$ cat src/rtl/pts_pkg.sv
// Shared types and constants of the periodic task tick scheduler.
`timescale 1ns / 1ps

package pts_pkg;

  // Default number of task slots
  localparam int unsigned PTS_MAX_TASKS = 8;

  // Fixed field widths
  localparam int unsigned DIV_W  = 20;
  localparam int unsigned CNT_W  = 8;
  localparam int unsigned MASK_W = 8;
  localparam int unsigned SLOT_W = 3;

  localparam logic [DIV_W-1:0] DIVIDER_RESET = 20'd7843;

  // Request codes on the input channel
  typedef enum logic [1:0] {
    ACT_REGISTER = 2'd0,
    ACT_OVERFLOW = 2'd1,
    ACT_CHECK    = 2'd2,
    ACT_NONE     = 2'd3
  } action_e;

  // Operations handed to the slot table
  typedef enum logic {
    TOP_REGISTER = 1'b0,
    TOP_TICK     = 1'b1
  } table_op_e;

  // Request into the slot table
  typedef struct packed {
    logic             valid;
    table_op_e        op;
    logic [CNT_W-1:0] first_count;
    logic [CNT_W-1:0] period;
  } tbl_req_t;

  // Status out of the slot table
  typedef struct packed {
    logic              busy;
    logic              done;
    logic              found;
    logic [SLOT_W-1:0] free_slot;
    logic [MASK_W-1:0] due_mask;
  } tbl_stat_t;

endpackage

$ cat src/rtl/pts_ram.sv
// Generic single-write, single-read RAM with registered read data.
`timescale 1ns / 1ps

module pts_ram #(
  parameter int unsigned WIDTH = 16,
  parameter int unsigned DEPTH = 8,
  localparam int unsigned AW = (DEPTH > 1) ? $clog2(DEPTH) : 1
) (
  input  logic             clk_i,
  input  logic             we_i,
  input  logic [AW-1:0]    waddr_i,
  input  logic [WIDTH-1:0] wdata_i,
  input  logic             re_i,
  input  logic [AW-1:0]    raddr_i,
  output logic [WIDTH-1:0] rdata_o
);

  logic [WIDTH-1:0] mem_q [DEPTH];
  logic [WIDTH-1:0] rdata_q;

  // Write port
  always_ff @(posedge clk_i) begin
    if (we_i) begin
      mem_q[waddr_i] <= wdata_i;
    end
  end

  // Registered read port
  always_ff @(posedge clk_i) begin
    if (re_i) begin
      rdata_q <= mem_q[raddr_i];
    end
  end

  assign rdata_o = rdata_q;

endmodule

$ cat src/rtl/pts_prescaler.sv
// Tick divider register and overflow prescaler.
`timescale 1ns / 1ps

module pts_prescaler (
  input  logic                     clk_i,
  input  logic                     rst_ni,
  input  logic                     cfg_we_i,
  input  logic [pts_pkg::DIV_W-1:0] cfg_data_i,
  input  logic                     step_i,
  output logic                     tick_o
);

  import pts_pkg::*;

  logic [DIV_W-1:0] div_q;
  logic [DIV_W-1:0] count_q, count_d;
  logic [DIV_W-1:0] count_dec;
  logic [DIV_W-1:0] reload;

  // Decrement; a divider of zero reloads as one
  always_comb begin
    count_dec = count_q - DIV_W'(1);
    reload    = (div_q == '0) ? DIV_W'(1) : div_q;
    tick_o    = step_i && (count_dec == '0);
    count_d   = count_q;
    if (step_i) begin
      count_d = tick_o ? reload : count_dec;
    end
  end

  always_ff @(posedge clk_i or negedge rst_ni) begin
    if (!rst_ni) begin
      div_q   <= DIVIDER_RESET;
      count_q <= DIVIDER_RESET;
    end else begin
      if (cfg_we_i) begin
        div_q <= cfg_data_i;
      end
      count_q <= count_d;
    end
  end

endmodule

$ cat src/rtl/pts_slot_table.sv
// Task slot table: slot RAM, used bits and the tick walk sequencer.
`timescale 1ns / 1ps

module pts_slot_table #(
  parameter int unsigned MAX_TASKS = pts_pkg::PTS_MAX_TASKS
) (
  input  logic               clk_i,
  input  logic               rst_ni,
  input  pts_pkg::tbl_req_t  req_i,
  output pts_pkg::tbl_stat_t stat_o
);

  import pts_pkg::*;

  localparam int unsigned IDX_W = (MAX_TASKS > 1) ? $clog2(MAX_TASKS) : 1;
  localparam int unsigned PAD_W = (MAX_TASKS < MASK_W) ? MASK_W : MAX_TASKS;
  localparam int unsigned ENT_W = 2 * CNT_W;
  localparam logic [IDX_W-1:0] LAST_IDX = IDX_W'(MAX_TASKS - 1);

  typedef enum logic [1:0] {
    ST_IDLE,
    ST_WALK,
    ST_DRAIN,
    ST_DONE
  } walk_e;

  walk_e            state_q;
  logic [IDX_W-1:0] rd_idx_q;
  logic             pend_q;
  logic [IDX_W-1:0] pend_idx_q;
  logic [MAX_TASKS-1:0] used_q;
  logic [MAX_TASKS-1:0] one_q;

  logic             found;
  logic [IDX_W-1:0] free_idx;
  logic [SLOT_W-1:0] free_slot;
  logic             do_reg;
  logic             do_tick;

  logic             ram_we;
  logic [IDX_W-1:0] ram_waddr;
  logic [ENT_W-1:0] ram_wdata;
  logic             ram_re;
  logic [ENT_W-1:0] ram_rdata;

  logic [CNT_W-1:0] cur_cnt;
  logic [CNT_W-1:0] cur_reload;
  logic [CNT_W-1:0] cnt_dec;
  logic [CNT_W-1:0] cnt_new;
  logic             upd_slot;
  logic [PAD_W-1:0] hit_pad;

  assign do_reg  = req_i.valid && (req_i.op == TOP_REGISTER);
  assign do_tick = req_i.valid && (req_i.op == TOP_TICK);

  // Lowest free slot
  always_comb begin
    found     = 1'b0;
    free_idx  = '0;
    free_slot = '0;
    for (int s = MAX_TASKS - 1; s >= 0; s--) begin
      if (!used_q[s]) begin
        found     = 1'b1;
        free_idx  = IDX_W'(s);
        free_slot = SLOT_W'(s);
      end
    end
  end

  // Countdown update for the entry read last cycle
  always_comb begin
    {cur_cnt, cur_reload} = ram_rdata;
    cnt_dec  = cur_cnt - CNT_W'(1);
    cnt_new  = (cnt_dec == '0) ? cur_reload : cnt_dec;
    upd_slot = pend_q && used_q[pend_idx_q];
  end

  // RAM ports: registration and walk write-back never overlap
  always_comb begin
    ram_re    = (state_q == ST_WALK);
    ram_we    = 1'b0;
    ram_waddr = pend_idx_q;
    ram_wdata = {cnt_new, cur_reload};
    if (do_reg && found) begin
      ram_we    = 1'b1;
      ram_waddr = free_idx;
      ram_wdata = {req_i.first_count, req_i.period};
    end else if (upd_slot) begin
      ram_we = 1'b1;
    end
  end

  pts_ram #(
    .WIDTH (ENT_W),
    .DEPTH (MAX_TASKS)
  ) u_ram (
    .clk_i   (clk_i),
    .we_i    (ram_we),
    .waddr_i (ram_waddr),
    .wdata_i (ram_wdata),
    .re_i    (ram_re),
    .raddr_i (rd_idx_q),
    .rdata_o (ram_rdata)
  );

  // Walk sequencer and per-slot flags
  always_ff @(posedge clk_i or negedge rst_ni) begin
    if (!rst_ni) begin
      state_q    <= ST_IDLE;
      rd_idx_q   <= '0;
      pend_q     <= 1'b0;
      pend_idx_q <= '0;
      used_q     <= '0;
      one_q      <= '0;
    end else begin
      pend_q     <= (state_q == ST_WALK);
      pend_idx_q <= rd_idx_q;
      case (state_q)
        ST_IDLE: begin
          if (do_tick) begin
            state_q  <= ST_WALK;
            rd_idx_q <= '0;
          end
        end
        ST_WALK: begin
          if (rd_idx_q == LAST_IDX) begin
            state_q <= ST_DRAIN;
          end else begin
            rd_idx_q <= rd_idx_q + IDX_W'(1);
          end
        end
        ST_DRAIN: state_q <= ST_DONE;
        ST_DONE:  state_q <= ST_IDLE;
        default:  state_q <= ST_IDLE;
      endcase
      if (do_reg && found) begin
        used_q[free_idx] <= 1'b1;
        one_q[free_idx]  <= (req_i.first_count == CNT_W'(1));
      end
      if (upd_slot) begin
        one_q[pend_idx_q] <= (cnt_new == CNT_W'(1));
      end
    end
  end

  // Due mask covers the first eight slots only
  assign hit_pad = PAD_W'(used_q & one_q);

  assign stat_o.busy      = (state_q != ST_IDLE);
  assign stat_o.done      = (state_q == ST_DONE);
  assign stat_o.found     = found;
  assign stat_o.free_slot = free_slot;
  assign stat_o.due_mask  = hit_pad[MASK_W-1:0];

endmodule

$ cat src/rtl/periodic_task_tick_scheduler.sv
// Top level of the periodic task tick scheduler.
`timescale 1ns / 1ps

// Channel  Direction  Handshake                 Payload
// in       input      in_valid_i / in_stall_o    action_i, first_count_i, period_i
// out      output     out_valid_o / out_stall_i  due_mask_o, tick_fired_o,
//                                                assigned_slot_o, table_full_o
// cfg      input      cfg_valid_i / cfg_ready_o  cfg_data_i (tick_divider)
//
// Register, check, idle and non-ticking overflow requests give their result
// in the cycle after acceptance. A ticking overflow walks the slot RAM one
// slot per cycle, then passes through the drain and done states before its
// result is registered. Reset marks all slots free; the RAM needs no
// clearing pass. The input stalls during a walk and while a held result is
// stalled.

module periodic_task_tick_scheduler #(
  parameter int unsigned MAX_TASKS = pts_pkg::PTS_MAX_TASKS
) (
  input  logic                       clk_i,
  input  logic                       rst_ni,
  input  logic                       cfg_valid_i,
  output logic                       cfg_ready_o,
  input  logic [pts_pkg::DIV_W-1:0]  cfg_data_i,
  input  logic                       in_valid_i,
  output logic                       in_stall_o,
  input  logic [1:0]                 action_i,
  input  logic [pts_pkg::CNT_W-1:0]  first_count_i,
  input  logic [pts_pkg::CNT_W-1:0]  period_i,
  output logic                       out_valid_o,
  input  logic                       out_stall_i,
  output logic [pts_pkg::MASK_W-1:0] due_mask_o,
  output logic                       tick_fired_o,
  output logic [pts_pkg::SLOT_W-1:0] assigned_slot_o,
  output logic                       table_full_o
);

  import pts_pkg::*;

  action_e    action;
  logic       in_accept;
  logic       out_take;
  logic       tick;
  tbl_req_t   tbl_req;
  tbl_stat_t  tbl_stat;

  logic              out_valid_q, out_valid_d;
  logic [MASK_W-1:0] due_q, due_d;
  logic              fired_q, fired_d;
  logic [SLOT_W-1:0] slot_q, slot_d;
  logic              full_q, full_d;

  assign action      = action_e'(action_i);
  assign cfg_ready_o = 1'b1;
  assign out_take    = out_valid_q && !out_stall_i;
  assign in_stall_o  = tbl_stat.busy || (out_valid_q && out_stall_i);
  assign in_accept   = in_valid_i && !in_stall_o;

  pts_prescaler u_prescaler (
    .clk_i      (clk_i),
    .rst_ni     (rst_ni),
    .cfg_we_i   (cfg_valid_i && cfg_ready_o),
    .cfg_data_i (cfg_data_i),
    .step_i     (in_accept && (action == ACT_OVERFLOW)),
    .tick_o     (tick)
  );

  // Table request: registration or a tick walk
  always_comb begin
    tbl_req.valid       = 1'b0;
    tbl_req.op          = TOP_REGISTER;
    tbl_req.first_count = first_count_i;
    tbl_req.period      = period_i;
    if (in_accept && (action == ACT_REGISTER)) begin
      tbl_req.valid = 1'b1;
    end else if (tick) begin
      tbl_req.valid = 1'b1;
      tbl_req.op    = TOP_TICK;
    end
  end

  pts_slot_table #(
    .MAX_TASKS (MAX_TASKS)
  ) u_table (
    .clk_i  (clk_i),
    .rst_ni (rst_ni),
    .req_i  (tbl_req),
    .stat_o (tbl_stat)
  );

  // Result register
  always_comb begin
    out_valid_d = out_valid_q && !out_take;
    due_d       = due_q;
    fired_d     = fired_q;
    slot_d      = slot_q;
    full_d      = full_q;
    if (tbl_stat.done) begin
      out_valid_d = 1'b1;
      due_d       = tbl_stat.due_mask;
      fired_d     = 1'b1;
      slot_d      = '0;
      full_d      = 1'b0;
    end else if (in_accept && !tick) begin
      out_valid_d = 1'b1;
      due_d       = '0;
      fired_d     = 1'b0;
      slot_d      = '0;
      full_d      = 1'b0;
      case (action)
        ACT_REGISTER: begin
          slot_d = tbl_stat.found ? tbl_stat.free_slot : '0;
          full_d = !tbl_stat.found;
        end
        ACT_CHECK:    due_d = tbl_stat.due_mask;
        default:      due_d = '0;
      endcase
    end
  end

  always_ff @(posedge clk_i or negedge rst_ni) begin
    if (!rst_ni) begin
      out_valid_q <= 1'b0;
    end else begin
      out_valid_q <= out_valid_d;
    end
  end

  always_ff @(posedge clk_i) begin
    due_q   <= due_d;
    fired_q <= fired_d;
    slot_q  <= slot_d;
    full_q  <= full_d;
  end

  assign out_valid_o     = out_valid_q;
  assign due_mask_o      = due_q;
  assign tick_fired_o    = fired_q;
  assign assigned_slot_o = slot_q;
  assign table_full_o    = full_q;

  // A finished walk always finds the result register free
  a_done_out_free: assert property (@(posedge clk_i) disable iff (!rst_ni)
    tbl_stat.done |-> !out_valid_q)
    else $error("walk finished while a result was still held");

  // A tick starts the walk on the next cycle
  a_tick_walks: assert property (@(posedge clk_i) disable iff (!rst_ni)
    tick |=> tbl_stat.busy)
    else $error("tick did not start the slot walk");

  // A fired tick never carries registration fields
  a_fired_clean: assert property (@(posedge clk_i) disable iff (!rst_ni)
    (out_valid_o && tick_fired_o) |-> (!table_full_o && (assigned_slot_o == '0)))
    else $error("tick result carries registration fields");

endmodule
$ cat config.mk
export PLATFORM = sky130hd
export DESIGN_NAME = periodic_task_tick_scheduler
export DESIGN_NICKNAME = d
export VERILOG_FILES = /design/src/rtl/pts_pkg.sv /design/src/rtl/pts_ram.sv /design/src/rtl/pts_prescaler.sv /design/src/rtl/pts_slot_table.sv /design/src/rtl/periodic_task_tick_scheduler.sv
export SDC_FILE = /design/constraint.sdc
export NUM_CORES = 1
export LEC_CHECK = 0
export ABC_AREA = 1
export BUFFER_PORTS_ARGS = -buffer_cell sky130_fd_sc_hd__buf_2
export CORE_MARGIN = 2
export CORE_UTILIZATION = 61
export CTS_CLUSTER_SIZE = 20
export DETAILED_ROUTE_END_ITERATION = 8
export GPL_TIMING_DRIVEN = 0
export MAX_ROUTING_LAYER = met4
export PLACE_DENSITY = 0.8
export SYNTH_ARGS = -nofsm -noshare
export SYNTH_HDL_FRONTEND = slang
export SYNTH_SLANG_ARGS = --single-unit
$ cat constraint.sdc
create_clock -name clk_i -period 3.5 [get_ports clk_i]
set_clock_uncertainty 0.1 [all_clocks]
set_input_delay 0.7 -clock clk_i [delete_from_list [all_inputs] [get_ports clk_i]]
set_output_delay 0.7 -clock clk_i [all_outputs]
set_load 0.01 [all_outputs]
# Word level (Yosys, flattened, before mapping)
# Memory sizes are Yosys's and may differ from the RTL's. A register that Yosys moved wholly into a read port is not among the register bits.
# Cells that the tools add are included.
# op_classes
order_cmp	4
addsub	3
eq_ne	11
n_mux	52
bitwise	3
n_reduce_logical	30
# op_table
operator	count
two-way mux 8 bit	6
zero test 20 bit	2
two-way mux 20 bit	2
two-way mux 3 bit	13
two-way mux 1 bit	20
subtractor 20 x 1 -> 20 bit, second input constant	1
bitwise mux 8 bit	2
equality test 8 x 1 -> 1 bit, second input constant	2
two-way mux 16 bit	1
logical AND 1 bit	14
bitwise AND 8 bit	1
zero test 8 bit	1
less-than comparator 3 x 4 -> 1 bit, second input constant	2
bitwise OR 8 bit	1
case mux 2 bit (4 select lines)	1
subtractor 8 x 1 -> 8 bit, second input constant	1
demux 1 bit (select 3 bit)	2
equality test 2 bit, second input constant	3
>= comparator 3 x 1 -> 1 bit, second input constant	2
two-way mux 2 bit	3
case mux 3 bit (2 select lines)	1
nonzero test 2 bit	3
zero test 1 bit	5
equality test 2 x 1 -> 1 bit, second input constant	2
10 further kinds	12
# totals
output_inout_bits	16
mem_count	1
regBits	79
ram_bits	128
# memory_table
name	depth	width	read_ports	rd_clocked_by_memory_dff	wr	line_no	rtl
u_table.u_ram.mem_q	8	16	1	1	1	pts_ram.sv:18	logic [WIDTH-1:0] mem_q [DEPTH];

# Logic depth before layout (Yosys ltp)
# logic_depth
depth_word	16
depth_mapped	16
depth_no_buf	16

# Modules after synthesis
# Synthesis repeated with hierarchy kept, for this count alone.
# unflattened
cells_unflattened	1368
area_unflattened_um2	11443.5
# modules_own_cells
mod	area_per_inst_um2	cells_per_inst	instances	seq_area_each_um2
pts_ram	6149.6	587	1	4324.1
pts_prescaler	2605.0	379	1	1021.0
pts_slot_table	2028.2	326	1	625.6
periodic_task_tick_scheduler	660.6	76	1	365.4

# Least setup slack after synthesis
# Ideal clock, no wire load.
# synth_timing
kind	input-to-reg
startpoint	input port out_stall_i
endpoint	memory u_table.u_ram.mem_q[6][0] (enable)
cell_stages	10
setup_ps	388
arrival_time_ps	2527
setup_slack_ps	484
n_path_buf	1
required_time_ps	3012
cell_sequence	nand2_1 nand3_1 inv_2 nand2_1 nor2_1 inv_1 clkbuf_1 nand2_1 nand2_1 nor2_1
# synth_between
elab_chain_cells	14
# synth_lines
item	line_no	rtl
start: declaration	periodic_task_tick_scheduler.sv:31	input logic out_stall_i,
logical AND 1 bit (*)	periodic_task_tick_scheduler.sv:56	assign in_stall_o = tbl_stat.busy || (out_valid_q && out_stall_i);
logical OR 1 bit (*)	periodic_task_tick_scheduler.sv:56	
zero test 1 bit (*)	periodic_task_tick_scheduler.sv:57	assign in_accept = in_valid_i && !in_stall_o;
logical AND 1 bit (*)	periodic_task_tick_scheduler.sv:57	
logical AND 1 bit	periodic_task_tick_scheduler.sv:64	.step_i (in_accept && (action == ACT_OVERFLOW)),
logical AND 1 bit	pts_prescaler.sv:24	tick_o = step_i && (count_dec == '0);
two-way mux 2 bit	periodic_task_tick_scheduler.sv:76	end else if (tick) begin
two-way mux 1 bit	periodic_task_tick_scheduler.sv:74	if (in_accept && (action == ACT_REGISTER)) begin
inverter 1 bit	pts_slot_table.sv:53	assign do_reg = req_i.valid && (req_i.op == TOP_REGISTER);
logical AND 1 bit (*)	pts_slot_table.sv:53	
logical AND 1 bit (*)	pts_slot_table.sv:84	if (do_reg && found) begin
two-way mux 1 bit	pts_slot_table.sv:84	
two-way mux 1 bit	pts_ram.sv:23	if (we_i) begin
two-way mux 1 bit (implied by the code)	pts_ram.sv:24	mem_q[waddr_i] <= wdata_i;
end: declaration	pts_ram.sv:18	
# Every way passes the cells marked *; elsewhere a longest branch is shown, timed or not.

# Worst setup path in the final report
# layout_timing
startpoint	register u_table.state_q[0]
endpoint	memory u_table.u_ram.mem_q[4][14], data pin
# layout_between
elab_chain_cells	12
# layout_lines
item	line_no	rtl
start: declaration	pts_slot_table.sv:27	walk_e state_q;
start signal: assignment	pts_slot_table.sv:109	state_q <= ST_IDLE;
start signal: assignment	pts_slot_table.sv:121	state_q <= ST_WALK;
start signal: assignment	pts_slot_table.sv:127	state_q <= ST_DRAIN;
nonzero test 2 bit (*)	pts_slot_table.sv:149	assign stat_o.busy = (state_q != ST_IDLE);
logical OR 1 bit (*)	periodic_task_tick_scheduler.sv:56	
zero test 1 bit (*)	periodic_task_tick_scheduler.sv:57	
logical AND 1 bit (*)	periodic_task_tick_scheduler.sv:57	
logical AND 1 bit	periodic_task_tick_scheduler.sv:64	
logical AND 1 bit	pts_prescaler.sv:24	
two-way mux 2 bit	periodic_task_tick_scheduler.sv:76	
two-way mux 1 bit	periodic_task_tick_scheduler.sv:74	
inverter 1 bit	pts_slot_table.sv:53	
logical AND 1 bit (*)	pts_slot_table.sv:53	
logical AND 1 bit (*)	pts_slot_table.sv:84	
two-way mux 16 bit (*)	pts_slot_table.sv:84	
net u_table.ram_wdata[14]	pts_slot_table.sv:42	logic [ENT_W-1:0] ram_wdata;
# Mark *: on every way through the listed nets, which the timed path passes. The rest lies on a longest branch.

==> reports/metrics.yaml <==
min_path:
  min_path_type: "in2async"
cells_and_area:
  layout.cells.non_filler: 1437
  n_antenna_cell: 0
  design.final.nets: 1254
  mostFrequentLayoutCells: "sky130_fd_sc_hd__nand2_1 (223), sky130_fd_sc_hd__nor2_1 (196), sky130_fd_sc_hd__edfxtp_1 (152)"
  final_layout_size_suffix_gt1_share_pct: 14.1
  syn2layout_area_growth_pct: 14.4
  layout_commonest_cell: "sky130_fd_sc_hd__nand2_1"
critical_path:
  timing.critical_path.fanout_max: 10
  worstPathBufferInverterCount: 5
  critical_path_startpoint: "u_table.state_q[0]"
  critical_path_class: "reg2reg"
  critPathArrivalTime_ns: 3.50
  critical_path.reg2reg.startpoint: "u_table.state_q[0]"
  cpPeakStageDelay_ns: 0.68
  crit_path_cell_trace: "inv_1, ha_1, nand3_1, inv_2, nand2_1, nor2_2, inv_1, clkbuf_1, clkbuf_1, a31oi_1"
  timing.critical_path.to_type: "flop"
  critPathSlowestCell: "sky130_fd_sc_hd__a31oi_1"
  crit_required_ns: 3.64
  crit_family: "buffers and inverters"
  cp-start-kind: "flop"
pwr:
  finalPower_uw: 9590
  proportion_of_power_drawn_by_combinational_gates_pct: 33.9
  netSwitchingFraction_pct: 37.3
  max-vdd-ir-drop_v: 0.000497
  share_seq_of_total_power_pct: 41.6
  power-per-cell-area_nw_per_um2: 804
  power_switching_uw: 3570
  p_clk_share_pct: 24.5
  power.internal_uw: 6010
  leakage_uw: 0.00480
cts:
  cts_inserted_buffers: 24
  tritoncts: "yes"
  cts.path.max_buffers: 3
  clk-insertion-delay-late_ns: 0.54
  h-tree-depth: 1
  cts.reportedPaths.clkPinSlew_ns: 0.06
  clockRootBuffer: "sky130_fd_sc_hd__clkbuf_16"
  tritoncts_num_sinks: 223
floorplan:
  core.rowCount: 47
  chipHeight_um: 135
  initial_utilization_pct: 62.6
  dieArea_sq_um: 18100
  core_region_area_sq_um: 16600
  boundaryPins: 59
  die_w_um: 135
sta:
  slew_violations: 0
  slew_headroom_pct: 33.6
  worst_pin_slew_ns: 0.996
  final.setup.worst_slack_ns: 0.141
  report.final.hold_viol_count: 0
  max_freq_mhz: 298
  finalWorstPathRequiredPeriod_ns: 3.36
  rsz_0062_raised_after_global_routing: "no"
  final_setup_viols: 0
  min_period_over_period_pct: 96.0
global_routing:
  antenna_found_initial: 0
  track_usage_pct: 29.2
  grt_start_max_net_pins: 67
  grt_overflow: 0
  grt_pass1_vias: 7717
  grt_pass1_wl_um: 39800
synthesis:
  synth.ff_latch_count: 223
  postSynthAreaPerCell_sq_um: 9.41
  post-synth-top-area-fraction_pct: 43.8
  ys_types: 44
  ys_warn_count: 0
  synth_top_area_cell: "sky130_fd_sc_hd__edfxtp_1"
  postSynthNetCount: 1161
  syn_area_sq_um: 10400
  synth_area_leaders: "sky130_fd_sc_hd__edfxtp_1 (44%), sky130_fd_sc_hd__dfrtp_1 (12%), sky130_fd_sc_hd__nand2_1 (8.0%)"
  synth-seq-area-share_pct: 60.8
  synthCells: 1107
flow_run:
  timing.max_cap.violations: 0
detailed_routing:
  drt-vias-per-instance: 5.70
  route.detailed.wl_per_inst_um: 17.5
  detail_route.drc_violations: 0
  drt.antenna.violating_nets: 0
  postRouteWirelength_um: 25100
  total_via_count_in_the_routed_design: 8195
  drtIter0Drc: 878
  drt_pass1_iterations: 6
place:
  gpl.final_weighted_congestion: 0.984
  dp.final_hpwl_um: 17100
  place.detailed.instances: 1388
  port_buffers: 56
  place_ws_ns: -0.243
run_status:
  run_status: "finished clean"
synth_stat cells:
library cell / instances
sky130_fd_sc_hd__nand4_2: 1
sky130_fd_sc_hd__o21ai_2: 8
sky130_fd_sc_hd__dfxtp_1: 5
sky130_fd_sc_hd__buf_6: 1
sky130_fd_sc_hd__nor2_1: 205
sky130_fd_sc_hd__conb_1: 1
sky130_fd_sc_hd__dfstp_2: 16
sky130_fd_sc_hd__nor3_1: 16
sky130_fd_sc_hd__ha_1: 11
sky130_fd_sc_hd__o21ai_1: 1
sky130_fd_sc_hd__nand3_2: 1
sky130_fd_sc_hd__nor2_8: 1
sky130_fd_sc_hd__buf_1: 4
sky130_fd_sc_hd__and2_1: 1
sky130_fd_sc_hd__or2_2: 3
sky130_fd_sc_hd__a211oi_1: 1
sky130_fd_sc_hd__nand2_1: 223
sky130_fd_sc_hd__nand4_1: 15
sky130_fd_sc_hd__mux2_2: 3
sky130_fd_sc_hd__a22oi_1: 2
sky130_fd_sc_hd__a31oi_1: 19
sky130_fd_sc_hd__clkinv_2: 1
sky130_fd_sc_hd__nor2_4: 4
sky130_fd_sc_hd__nand3b_1: 7
sky130_fd_sc_hd__xor2_1: 3
sky130_fd_sc_hd__xnor2_1: 3
sky130_fd_sc_hd__nand3_1: 67
sky130_fd_sc_hd__buf_4: 1
sky130_fd_sc_hd__nand2_4: 1
sky130_fd_sc_hd__clkinv_1: 1
sky130_fd_sc_hd__nor2_2: 7
sky130_fd_sc_hd__dfrtp_1: 50
sky130_fd_sc_hd__a21oi_1: 9
sky130_fd_sc_hd__nand2_2: 9
sky130_fd_sc_hd__o21ai_0: 100
sky130_fd_sc_hd__edfxtp_1: 152
sky130_fd_sc_hd__inv_2: 2
sky130_fd_sc_hd__o221ai_1: 1
sky130_fd_sc_hd__buf_2: 2
sky130_fd_sc_hd__inv_1: 95
sky130_fd_sc_hd__clkbuf_1: 29
sky130_fd_sc_hd__o22ai_1: 18
sky130_fd_sc_hd__a21oi_2: 3
sky130_fd_sc_hd__nor4_1: 4
flip-flops by register name, indices dropped and copies added (netlist names):
name and cells:
out_valid_o 1, u_table.pend_idx_q 3, assigned_slot_o 3, u_table.used_q 8
u_table.rd_idx_q 3, due_mask_o 8, u_table.one_q 8, u_prescaler.count_q 20
u_table.state_q 2, tick_fired_o 1, u_table.u_ram.rdata_o 16, table_full_o 1
u_table.pend_q 1, u_table.u_ram.mem_q 128, u_prescaler.div_q 20
logic make-up (layout without fill, tap and decap cells):
group	after synthesis	in the layout	synth area share, %
AOI/OAI and AO/OA	162	162	8.73
adders and majority gates	11	11	1.32
other	1	1	0.0360
DFF	223	223	60.8
buffers and inverters	136	246	5.04
muxes	3	3	0.324
and+or+nand+nor	565	565	23.2
xor gates and xnor gates	6	6	0.505
power by group through the flow:
stage / logic (uW) / registers, uW / clock network [uW]
after global routing: 3650 / 4040 / 2470
after detailed placement: 3110 / 4030 / 0
final: 3250 / 3990 / 2350
after floorplan: 2230 / 3970 / 0
after CTS: 3180 / 3980 / 2370
after global placement: 2990 / 4020 / 0
worst reg2reg max path: cells and delay by family, from the launching register on:
kind	cells	cell delay (ns)
compound gates	1	0.68
fa+ha+maj	1	0.29
buf+inv	5	1.01
flops	1	0.42
simple gates	3	0.58
metal layers:
layer / vias to the layer above / global-route usage (%) / routed length [um]
met5: - / - / 0
met4: 0 / 10.7 / 907
met3: 73 / 4.17 / 1970
met2: 368 / 47.9 / 12300
met1: 3841 / 37.5 / 9880
li1: 3913 / - / -
path summary, 6_finish.rpt:
kind	to	cells past startpoint	slack (ns)
setup / recovery	u_table.u_ram.mem_q[4][14]	10	0.14
hold / removal	u_prescaler.count_q[15]	1	0.16
setup reg to reg	u_table.u_ram.mem_q[4][14]	10	0.14
hold reg to reg	tick_fired_o	2	0.34
max in group asynchronous	u_table.used_q[2]	1	2.57
min in group clk_i	u_prescaler.div_q[17]	2	0.29
per-stage QoR:
| step | hold WS (ns) | utilization [%] | TNS [ns] | area (sq um) |
|---|---|---|---|---|
| 3_5_place_dp | 0.330 | 66.5 | -11.87 | 11100 |
| 3_3_place_gp | 0.323 | 65.9 | -80.64 | 11000 |
| 2_1_floorplan | 0.300 | - | 0 | 10400 |
| 6_report | 0.161 | 71.6 | 0 | 11900 |
| 4_1_cts | 0.195 | 71.1 | 0 | 11800 |
| 5_1_grt | 0.242 | 71.6 | 0 | 11900 |
area by class of cell:
cell class / instances / area (sq um)
sequential: 223 / 6340
fill: 1221 / 4730
multi-input combinational: 748 / 3610
clock buffer: 28 / 616
timing repair buffer: 67 / 437
inverter: 99 / 373
tap: 220 / 275
buffer: 37 / 153
clock inverter: 15 / 119
timing repair:
action                                  in CTS  in global routing
endpoints found under the hold margin        0                  0
hold buffers                                 0                  0
pin swaps                                    0                  4
gates resized for setup                      6                  1
endpoints found under the setup margin      66                135
setup buffers                                0                  6
No activity file was read; power rests on OpenSTA's default activity.
